### config.mk
export PLATFORM = sky130hd
export DESIGN_NAME = rail_fence_transposer
export DESIGN_NICKNAME = d
export VERILOG_FILES = /design/src/hw/rtl/rft_pkg.sv /design/src/hw/rtl/rft_order_gen.sv /design/src/hw/rtl/rail_fence_transposer.sv
export VERILOG_INCLUDE_DIRS = /design/src /design/src/hw/rtl
export SDC_FILE = /design/constraint.sdc
export NUM_CORES = 1
export LEC_CHECK = 0
export BUFFER_PORTS_ARGS = -buffer_cell sky130_fd_sc_hd__buf_2
export CORE_AREA = 10 10 295 297
export DETAILED_ROUTE_END_ITERATION = 7
export DIE_AREA = 0 0 305 307
export HOLD_SLACK_MARGIN = 0.02
export SLEW_MARGIN = 20
export SYNTH_ARGS = -nofsm -noshare
export SYNTH_HDL_FRONTEND = slang
export SYNTH_SLANG_ARGS = --single-unit
### constraint.sdc
create_clock -name aclk -period 8.1 [get_ports aclk]
set_input_delay 1.62 -clock aclk [delete_from_list [all_inputs] [get_ports aclk]]
set_output_delay 1.62 -clock aclk [all_outputs]
set_load 0.005 [all_outputs]
### src/hw/rtl/rail_fence_transposer_assert.svh
// Assertion macros for the rail fence transposer.
// Expects aclk and aresetn in the scope of the module that uses them.
`ifndef RAIL_FENCE_TRANSPOSER_ASSERT_SVH
`define RAIL_FENCE_TRANSPOSER_ASSERT_SVH

// antecedent implies consequent in the same cycle
`define RFT_ASSERT_SAME(lbl, ante, cons) \
    lbl: assert property (@(posedge aclk) disable iff (!aresetn) (ante) |-> (cons)) \
        else $error("rft: same-cycle check failed");

// antecedent implies consequent in the next cycle
`define RFT_ASSERT_NEXT(lbl, ante, cons) \
    lbl: assert property (@(posedge aclk) disable iff (!aresetn) (ante) |=> (cons)) \
        else $error("rft: next-cycle check failed");

`endif

### src/hw/rtl/rft_pkg.sv
// Shared types and constants for the rail fence transposer.
// No dependencies.
`timescale 1ns / 1ps

package rft_pkg;

    localparam int BYTE_W = 8;
    localparam int RAIL_W = 7;

    typedef enum logic [1:0] {
        ST_LOAD = 2'b01,
        ST_EMIT = 2'b10
    } state_t;

    typedef struct packed {
        logic start;
        logic step;
    } gen_cmd_t;

    typedef struct packed {
        logic active;
        logic last;
    } gen_sts_t;

endpackage

### src/hw/rtl/rft_order_gen.sv
// Read-address sequencer: walks stored positions rail by rail.
// Depends on rft_pkg.
`timescale 1ns / 1ps

module rft_order_gen #(
    parameter int MAX_LEN = 64
) (
    input  logic                               aclk,
    input  logic                               aresetn,
    input  rft_pkg::gen_cmd_t                  cmd,
    input  logic [$clog2(MAX_LEN+1)-1:0]       len_in,
    input  logic [$clog2(MAX_LEN+1)-1:0]       rails_in,
    input  logic                               straight_in,
    output logic [$clog2(MAX_LEN)-1:0]         addr,
    output rft_pkg::gen_sts_t                  sts
);
    import rft_pkg::*;

    localparam int CW = $clog2(MAX_LEN + 1);
    localparam int AW = $clog2(MAX_LEN);
    localparam int PW = CW + 2;

    logic          active_reg, active_next;
    logic [CW-1:0] p_reg, p_next;
    logic [CW-1:0] r_reg, r_next;
    logic          phase_reg, phase_next;
    logic [CW-1:0] k_reg, k_next;
    logic [CW-1:0] len_reg, len_next;
    logic [CW-1:0] rails_reg, rails_next;
    logic          straight_reg, straight_next;
    logic [CW:0]   period_reg, period_next;

    logic          edge_rail;
    logic [CW:0]   two_r;
    logic [CW:0]   gap;
    logic [CW:0]   step_amt;
    logic [PW-1:0] p_sum;
    logic          in_range;
    logic          last;

    always_comb begin
        edge_rail = (r_reg == '0) || (r_reg == rails_reg - CW'(1));
        two_r     = {r_reg, 1'b0};
        gap       = period_reg - two_r;
        if (straight_reg) begin
            step_amt = (CW+1)'(1);
        end else if (edge_rail) begin
            step_amt = period_reg;
        end else if (phase_reg) begin
            step_amt = two_r;
        end else begin
            step_amt = gap;
        end
        p_sum    = PW'(p_reg) + PW'(step_amt);
        in_range = p_sum < PW'(len_reg);
        last     = (k_reg == len_reg - CW'(1));
    end

    always_comb begin
        active_next   = active_reg;
        p_next        = p_reg;
        r_next        = r_reg;
        phase_next    = phase_reg;
        k_next        = k_reg;
        len_next      = len_reg;
        rails_next    = rails_reg;
        straight_next = straight_reg;
        period_next   = period_reg;
        if (cmd.start) begin
            active_next   = 1'b1;
            p_next        = '0;
            r_next        = '0;
            phase_next    = 1'b0;
            k_next        = '0;
            len_next      = len_in;
            rails_next    = rails_in;
            straight_next = straight_in;
            period_next   = {rails_in, 1'b0} - (CW+1)'(2);
        end else if (cmd.step && active_reg) begin
            k_next = k_reg + CW'(1);
            if (last) begin
                active_next = 1'b0;
            end
            if (in_range) begin
                p_next     = p_sum[CW-1:0];
                phase_next = !phase_reg;
            end else begin
                r_next     = r_reg + CW'(1);
                p_next     = r_reg + CW'(1);
                phase_next = 1'b0;
            end
        end
    end

    always_ff @(posedge aclk) begin
        if (!aresetn) begin
            active_reg <= 1'b0;
            p_reg      <= '0;
            r_reg      <= '0;
            phase_reg  <= 1'b0;
            k_reg      <= '0;
        end else begin
            active_reg <= active_next;
            p_reg      <= p_next;
            r_reg      <= r_next;
            phase_reg  <= phase_next;
            k_reg      <= k_next;
        end
    end

    always_ff @(posedge aclk) begin
        len_reg      <= len_next;
        rails_reg    <= rails_next;
        straight_reg <= straight_next;
        period_reg   <= period_next;
    end

    assign addr       = p_reg[AW-1:0];
    assign sts.active = active_reg;
    assign sts.last   = last;

endmodule

### src/hw/rtl/rail_fence_transposer.sv
// Rail fence transposer top level: message buffer, control and output register.
// Depends on rft_pkg, rft_order_gen and rail_fence_transposer_assert.svh.
//
// Usage:
//   Input requests (s_valid/s_ready) carry one message byte each; s_msg_end
//   marks the final byte. Bytes beyond MAX_LEN are dropped and flagged on
//   m_overflowed for every result of that message.
//   After the final byte, s_ready drops and the message is replayed rail by
//   rail on the result channel (m_valid/m_ready), m_out_end on the last byte.
//   After the final byte the sequencer starts, then reads the first result into
//   the output register. Throughput: one byte per cycle in, then one byte per
//   cycle out while the receiver keeps up; no byte can leave before the final
//   one is stored. s_ready returns the cycle after the last read, while the
//   final result may still wait in the output register. A stalled receiver holds
//   the output register; reads pause until it drains. cfg_we/cfg_wdata write the
//   rail count (reset 1); the user must write it only while the block is idle,
//   which the block does not enforce. Reset (aresetn, synchronous, active low)
//   empties the buffer and returns to loading; buffer contents are not cleared.
`timescale 1ns / 1ps

`include "rail_fence_transposer_assert.svh"

module rail_fence_transposer #(
    parameter int MAX_LEN = 64
) (
    input  logic                       aclk,
    input  logic                       aresetn,
    input  logic                       cfg_we,
    input  logic [rft_pkg::RAIL_W-1:0] cfg_wdata,
    input  logic                       s_valid,
    output logic                       s_ready,
    input  logic [rft_pkg::BYTE_W-1:0] s_msg_byte,
    input  logic                       s_msg_end,
    output logic                       m_valid,
    input  logic                       m_ready,
    output logic [rft_pkg::BYTE_W-1:0] m_out_byte,
    output logic                       m_out_end,
    output logic                       m_overflowed
);
    import rft_pkg::*;

    localparam int CW = $clog2(MAX_LEN + 1);
    localparam int AW = $clog2(MAX_LEN);

    state_t              state_reg, state_next;
    logic [CW-1:0]       cnt_reg, cnt_next;
    logic                ovf_reg, ovf_next;
    logic                msg_ovf_reg, msg_ovf_next;
    logic [RAIL_W-1:0]   rails_reg;
    logic                m_valid_reg, m_valid_next;
    logic [BYTE_W-1:0]   out_byte_reg;
    logic                out_end_reg;
    logic                out_ovf_reg;

    logic [BYTE_W-1:0]   msg_mem [MAX_LEN];

    logic                accept;
    logic                full;
    logic [CW-1:0]       len_new;
    logic                straight;
    logic                issue;
    gen_cmd_t            gen_cmd;
    gen_sts_t            gen_sts;
    logic [AW-1:0]       rd_addr;

    assign s_ready = (state_reg == ST_LOAD);
    assign accept  = s_valid && s_ready;
    assign full    = (cnt_reg == CW'(MAX_LEN));
    assign len_new = full ? cnt_reg : cnt_reg + CW'(1);
    assign straight = (rails_reg <= RAIL_W'(1)) || (rails_reg >= RAIL_W'(len_new));
    assign issue   = gen_sts.active && (!m_valid_reg || m_ready);

    assign gen_cmd.start = accept && s_msg_end;
    assign gen_cmd.step  = issue;

    rft_order_gen #(
        .MAX_LEN (MAX_LEN)
    ) u_order_gen (
        .aclk        (aclk),
        .aresetn     (aresetn),
        .cmd         (gen_cmd),
        .len_in      (len_new),
        .rails_in    (CW'(rails_reg)),
        .straight_in (straight),
        .addr        (rd_addr),
        .sts         (gen_sts)
    );

    always_comb begin
        state_next   = state_reg;
        cnt_next     = cnt_reg;
        ovf_next     = ovf_reg;
        msg_ovf_next = msg_ovf_reg;
        case (state_reg)
            ST_LOAD: begin
                if (accept) begin
                    if (full) begin
                        ovf_next = 1'b1;
                    end else begin
                        cnt_next = cnt_reg + CW'(1);
                    end
                    if (s_msg_end) begin
                        msg_ovf_next = ovf_reg || full;
                        ovf_next     = 1'b0;
                        cnt_next     = '0;
                        state_next   = ST_EMIT;
                    end
                end
            end
            ST_EMIT: begin
                if (issue && gen_sts.last) begin
                    state_next = ST_LOAD;
                end
            end
            default: begin
                state_next = ST_LOAD;
            end
        endcase
    end

    always_comb begin
        m_valid_next = m_valid_reg;
        if (issue) begin
            m_valid_next = 1'b1;
        end else if (m_ready) begin
            m_valid_next = 1'b0;
        end
    end

    always_ff @(posedge aclk) begin
        if (!aresetn) begin
            state_reg   <= ST_LOAD;
            cnt_reg     <= '0;
            ovf_reg     <= 1'b0;
            msg_ovf_reg <= 1'b0;
            rails_reg   <= RAIL_W'(1);
            m_valid_reg <= 1'b0;
        end else begin
            state_reg   <= state_next;
            cnt_reg     <= cnt_next;
            ovf_reg     <= ovf_next;
            msg_ovf_reg <= msg_ovf_next;
            m_valid_reg <= m_valid_next;
            if (cfg_we) begin
                rails_reg <= cfg_wdata;
            end
        end
    end

    // buffer write while loading
    always_ff @(posedge aclk) begin
        if (accept && !full) begin
            msg_mem[cnt_reg[AW-1:0]] <= s_msg_byte;
        end
    end

    // registered read doubles as the output register
    always_ff @(posedge aclk) begin
        if (issue) begin
            out_byte_reg <= msg_mem[rd_addr];
            out_end_reg  <= gen_sts.last;
            out_ovf_reg  <= msg_ovf_reg;
        end
    end

    assign m_valid      = m_valid_reg;
    assign m_out_byte   = out_byte_reg;
    assign m_out_end    = out_end_reg;
    assign m_overflowed = out_ovf_reg;

    `RFT_ASSERT_SAME(a_no_load_while_emit, gen_sts.active, !s_ready)
    `RFT_ASSERT_NEXT(a_end_starts_emit, accept && s_msg_end,
                     state_reg == ST_EMIT && gen_sts.active)
    `RFT_ASSERT_NEXT(a_full_end_flags_ovf, accept && s_msg_end && full, msg_ovf_reg)

endmodule
## Yosys cells after proc, flatten, opt, wreduce, memory -nomap -nowiden

Memories as Yosys holds them, arrays and structs flattened. A register that Yosys moved wholly into a read port is not among the register bits.
Index checks and enable logic that the tools add are counted.

| operators by class | value |
|---|---|
| add/sub/neg operators | 8 |
| mux-type cells | 20 |
| shift operators | 0 |
| $lt $le $gt $ge | 3 |
| eq/ne operators | 8 |
| multiply operators | 0 |
| bitwise gates (word level) | 2 |
| divide/modulo/power cells | 0 |
| reduce and logical (&&, ||, !) cells | 25 |

Operators by type and width:

| cell | count |
|---|---|
| $mux 8 | 3 |
| $add 7x1->7 const B | 3 |
| $mux 7 | 3 |
| $eq 7x7->1 | 2 |
| $sub 7x1->7 const B | 2 |
| $mux 1 | 10 |
| $add 7x8->9 | 1 |
| $lt 9x7->1 | 1 |
| $reduce_and 3->1 | 3 |
| $reduce_bool 2->1 | 4 |
| $sub 8x2->8 const B | 1 |
| $sub 8x8->8 | 1 |
| $eq 7x7->1 const B | 1 |
| $ge 7x7->1 | 1 |
| $le 7x1->1 const B | 1 |
| $logic_not 7->1 | 1 |
| $logic_and 1x1->1 | 6 |
| $mux 2 | 3 |
| $reduce_and 2->1 | 3 |
| $logic_or 1x1->1 | 4 |
| $ne 2x1->1 const B | 2 |
| $pmux 2 s2 | 1 |
| $logic_not 1->1 | 3 |
| $eq 2x1->1 const B | 1 |
| 4 further kinds | 5 |

| word-level totals | value |
|---|---|
| ROM bits | 0 |
| bits in registers | 67 |
| memories | 1 |
| output and inout port bits | 12 |
| latch bits | 0 |
| logic and storage cells | 84 |
| input port bits | 21 |
| RAM bits | 512 |

Memory list:

| memory | words | bits a word | rd ports | clocked after Yosys merged registers in | write ports | line | text |
|---|---|---|---|---|---|---|---|
| msg_mem | 64 | 8 | 1 | 1 | 1 | rail_fence_transposer.sv:55 | `logic [BYTE_W-1:0] msg_mem [MAX_LEN];` |

## Depth between registers and ports, before layout

| logic depth | value |
|---|---|
| depth after elaboration | 9 |
| gate-level depth with buffers | 25 |

## Cells and area by module

Synthesis repeated with hierarchy kept, for this count alone.

| unflattened totals | value |
|---|---|
| cell total of the unflattened synthesis | 1320 |
| area total of the unflattened synthesis | 24318.3 µm² |

By module, submodules not included:

| module | cells each | area each (µm²) | times used |
|---|---|---|---|
| rail_fence_transposer | 963 | 21075.2 | 1 |
| rft_order_gen | 357 | 3243.1 | 1 |

## Worst setup path after synthesis

OpenSTA, ideal clock, no wires.

| timing path | value |
|---|---|
| path kind | reg-to-reg |
| start point | reg u_order_gen.rails_reg[2] |
| end point | reg u_order_gen.p_reg[1] |
| cell stages (with the launch flop) | 23 |
| setup slack | 2845 ps |
| data arrival time | 5104 ps |
| setup time | 151 ps |
| data required time | 7949 ps |
| path through | edfxtp_1 or3_1 or4_1 a31oi_2 o211ai_1 or2b_1 clkbuf_1 nor2_1 a21oi_1 nor2_1 fa_1 a21o_1 a21oi_1 o21bai_1 a21oi_1 xnor2_1 ha_1 a211o_1 a31o_2 nor3_4 or2_2 mux2i_1 a21oi_1 |

| on the way | value |
|---|---|
| cells in the longest elaborated chain, start to end | 8 |

RTL lines:

| element | line | text |
|---|---|---|
| start, declared | rft_order_gen.sv:29 | `logic [CW-1:0] rails_reg, rails_next;` |
| start signal, assigned | rft_order_gen.sv:113 | `rails_reg <= rails_next;` |
| $sub 7x1->7 (*) | rft_order_gen.sv:42 | `edge_rail = (r_reg == '0) \|\| (r_reg == rails_reg - CW'(1));` |
| $eq 7x7->1 (*) | rft_order_gen.sv:42 |  |
| $logic_or 1x1->1 (*) | rft_order_gen.sv:42 |  |
| $mux 8 (*) | rft_order_gen.sv:47 | `end else if (edge_rail) begin` |
| $mux 8 (*) | rft_order_gen.sv:45 | `if (straight_reg) begin` |
| $add 7x8->9 (*) | rft_order_gen.sv:54 | `p_sum = PW'(p_reg) + PW'(step_amt);` |
| $lt 9x7->1 | rft_order_gen.sv:55 | `in_range = p_sum < PW'(len_reg);` |
| $mux 7 (*) | rft_order_gen.sv:84 | `if (in_range) begin` |
| end signal, assigned | rft_order_gen.sv:104 | `p_reg <= p_next;` |
| end, declared | rft_order_gen.sv:24 | `logic [CW-1:0] p_reg, p_next;` |

Mark *: on every way between the ends. The rest lies on a longest branch, timed or not.
A chain may end at the register's enable or synchronous reset.

## Worst setup path in the final report

Same ends and word-level chain as after synthesis.

==> impl_metrics.toml <==
[yosys]
synth_edf_count = 544
ys_seq_elements = 586
ys_top_cells_by_count = "544 x edfxtp_1, 168 x mux4_2, 99 x nor2_1"
synth_nets = 1336
yosys_warnings = 0
synthSimpleGateAreaFrac = 0.04618
yosysTopAreaCellShare = 0.6760
synthXorXnorAreaFrac = 0.01905
synth_area_mm2 = 0.02417
yosysSeqAreaShare = 0.7107
yosys-mux-area-fraction = 0.1624
synth_cells = 1278
yosys_most_used_dff = "edfxtp_1"
synth_compound_area_frac = 0.02646
synth_most_common_cell = "edfxtp_1"
async_flop_share = 0
synth_area_leaders = "edfxtp_1 68%, mux4_2 16%, dfxtp_1 3.5%, ha_1 1.8%, nor2_1 1.5%"
synth_top_cell_by_area = "edfxtp_1"
syn_avg_cell_area_um2 = 18.91
ys_types = 61
synth_top_family_by_area = "multiplexers"
synth-adder-area-share = 0.01978

[clock_network]
root_buffer = "clkbuf_16"
cts_inserted_buffers = 59
cts_resized = 0
clk_latency_ns = 0.63
post_cts_buffers = 0
clock_path_buffers = 3
h-tree-depth = 2
cts_tree = "built"
cts.sinks = 586
clk_pin_slew_worst_paths_ns = 0.06
ctsHoldBuffers = 0

[die]
core_area_mm2 = 0.08132
io_pins = 33
dieArea_mm2 = 0.09364
die_h_um = 307
fp-row-count = 105
die_x_um = 305
start_util = 0.2972

[grt]
grt_overflow = 0
track_usage = 0.1159
grt_max_degree = 100
grt_pass1_wl_mm = 83.23
antenna_found_initial = 2
grt_pass1_vias = 12392

[route]
first_pass_iters = 5
m1WireLength_mm = 24.24
detail-route-antenna-nets = 0
dr_wl_met2_mm = 26.59
drt-initial-drc-count = 1252
wl_mm = 55.18
wl_per_cell_um = 22.68
vias_per_cell = 4.917
drc = 0
wl_met3_mm = 3.230
top_layer = "met4"
dr_total_vias = 11962

[placement]
dp_hpwl_mm = 33.57
dpl_worst_slack_ns = 2.409
place.gp.congestion = 0.7763
port_buffers = 32

[sta]
finalMaxSlewViolations = 0
max_slew_margin = 0.3043
finalHoldViolations = 0
tns_ns = 0
finalCritPeriodShare = 0.7120
setup_ws_ns = 2.333
period_needed_ns = 5.767
max_clock_freq_ghz = 0.1734
worst_pin_slew_ns = 1.042
rsz0062_at_grt = "false"
finalSetupViolCount = 0
finalClockSkew_ns = 0.02171

[outcome]
outcome = "complete, no violations"

[power_and_ir_drop]
combPwrFrac = 0.065
p_clk_frac = 0.404
irDropWorstVdd_mv = 0.1536
power_frac_seq = 0.531
switching_share = 0.2212
p_leak_nw = 8.382
p_int_mw = 4.938
power.switching_mw = 1.403
power.density_mw_per_mm2 = 231.9

[critical_path]
crit_required_ns = 8.58
worstPathArrival_ns = 6.24
startpoint_type = "flip-flop"
regToRegSetupSlack_ns = 2.33
worst-path-max-fanout = 10
crit_path_end_kind = "flip-flop"
path_class = "flip-flop to flip-flop"

[final_layout]
fin_util = 0.3362
area_delta_synth_final_pct = 13.13
nets = 1378
largest_reg_flops = 512
fill_cells = 7618
drive_above_1_share = 0.2276

[min_path]
hp-class = "flip-flop to flip-flop"

[flow_run]
maxCapViolCount = 0
## routing by layer
metal,track usage,vias up
met1,0.1589,6344
met2,0.1880,320
met3,0.02104,77
met5,0,-
li1,-,5221
met4,0.02908,0
## path summary, 6_finish.rpt
check                                               from                   end  depth (start not counted)
worst max register to register  u_order_gen.rails_reg[2]  u_order_gen.p_reg[1]                         21
worst min register to register               msg_ovf_reg          m_overflowed                          0
worst max-delay path            u_order_gen.rails_reg[2]  u_order_gen.p_reg[1]                         21
worst min-delay path                         msg_ovf_reg          m_overflowed                          0
## per-stage QoR
stage	std cells	hold slack, ns	power (mW)	cell area [um^2]
after detailed placement	2329	0.4158	3.850	25540
after global placement	2329	0.4124	3.842	25540
after CTS	2432	0.4325	6.395	27330
after floorplan	1278	0.4030	3.688	24170
final	2433	0.4330	6.341	27340
after global routing	2432	0.4531	6.551	27340
## area by class of cell
type / count / area, um^2 / share of cell area
Timing Repair Buffer: 45 / 276.5 / 0.01011
Multi-Input combinational cell: 595 / 6619 / 0.2421
Inverter: 33 / 123.9 / 0.004531
Clock buffer: 75 / 1567 / 0.05730
Antenna cell: 1 / 2.502 / 0.00009153
Clock inverter: 28 / 227.7 / 0.008329
Sequential cell: 586 / 17190 / 0.6286
Tap cell: 1070 / 1339 / 0.04897
## worst max-delay path, stage by stage, from the launching register on
cell	delay (ns)
edfxtp_1	0.43
or3_1	0.43
or4_1	0.56
a31oi_2	0.21
o211ai_1	0.16
or2b_1	0.40
nor2_1	0.09
a21oi_1	0.12
nor2_1	0.08
fa_1	0.41
a21o_1	0.18
a21oi_1	0.24
o21bai_1	0.12
a21oi_1	0.19
xnor2_1	0.17
ha_1	0.28
a211o_1	0.30
a31o_2	0.25
and4b_1	0.52
or2_2	0.21
mux2i_1	0.19
a21oi_1	0.08
## placed cells by master, fill, tap and decap left out, drive strengths merged, types with 33 or more instances in the layout
cell    synthesis  routed
nand2          36      36
dfxtp          42      42
inv            31      33
mux4          168     168
nor2          100     100
a21oi          33      33
clkbuf         41      75
ha             35      35
buf            23      45
edfxtp        544     544
## power by group through the flow
stage / Clock [mW] / Combinational [mW] / Sequential (mW)
3_5_place_dp: 0 / 0.420 / 3.43
3_3_place_gp: 0 / 0.412 / 3.43
4_1_cts: 2.61 / 0.422 / 3.37
5_1_grt: 2.73 / 0.450 / 3.37
6_report: 2.56 / 0.415 / 3.37
2_1_floorplan: 0 / 0.281 / 3.41
## cell families (layout without fill, tap and decap cells)
family,count (synthesis),count (layout)
AO/OA/AOI/OAI,96,96
XOR/XNOR,51,51
adder cells (fa/ha/maj),37,37
buffers and inverters,97,181
flip-flops,586,586
multiplexers,182,182
other,0,1
AND/OR/NAND/NOR,229,229
Note: power is estimated with default switching activity, not from simulation.
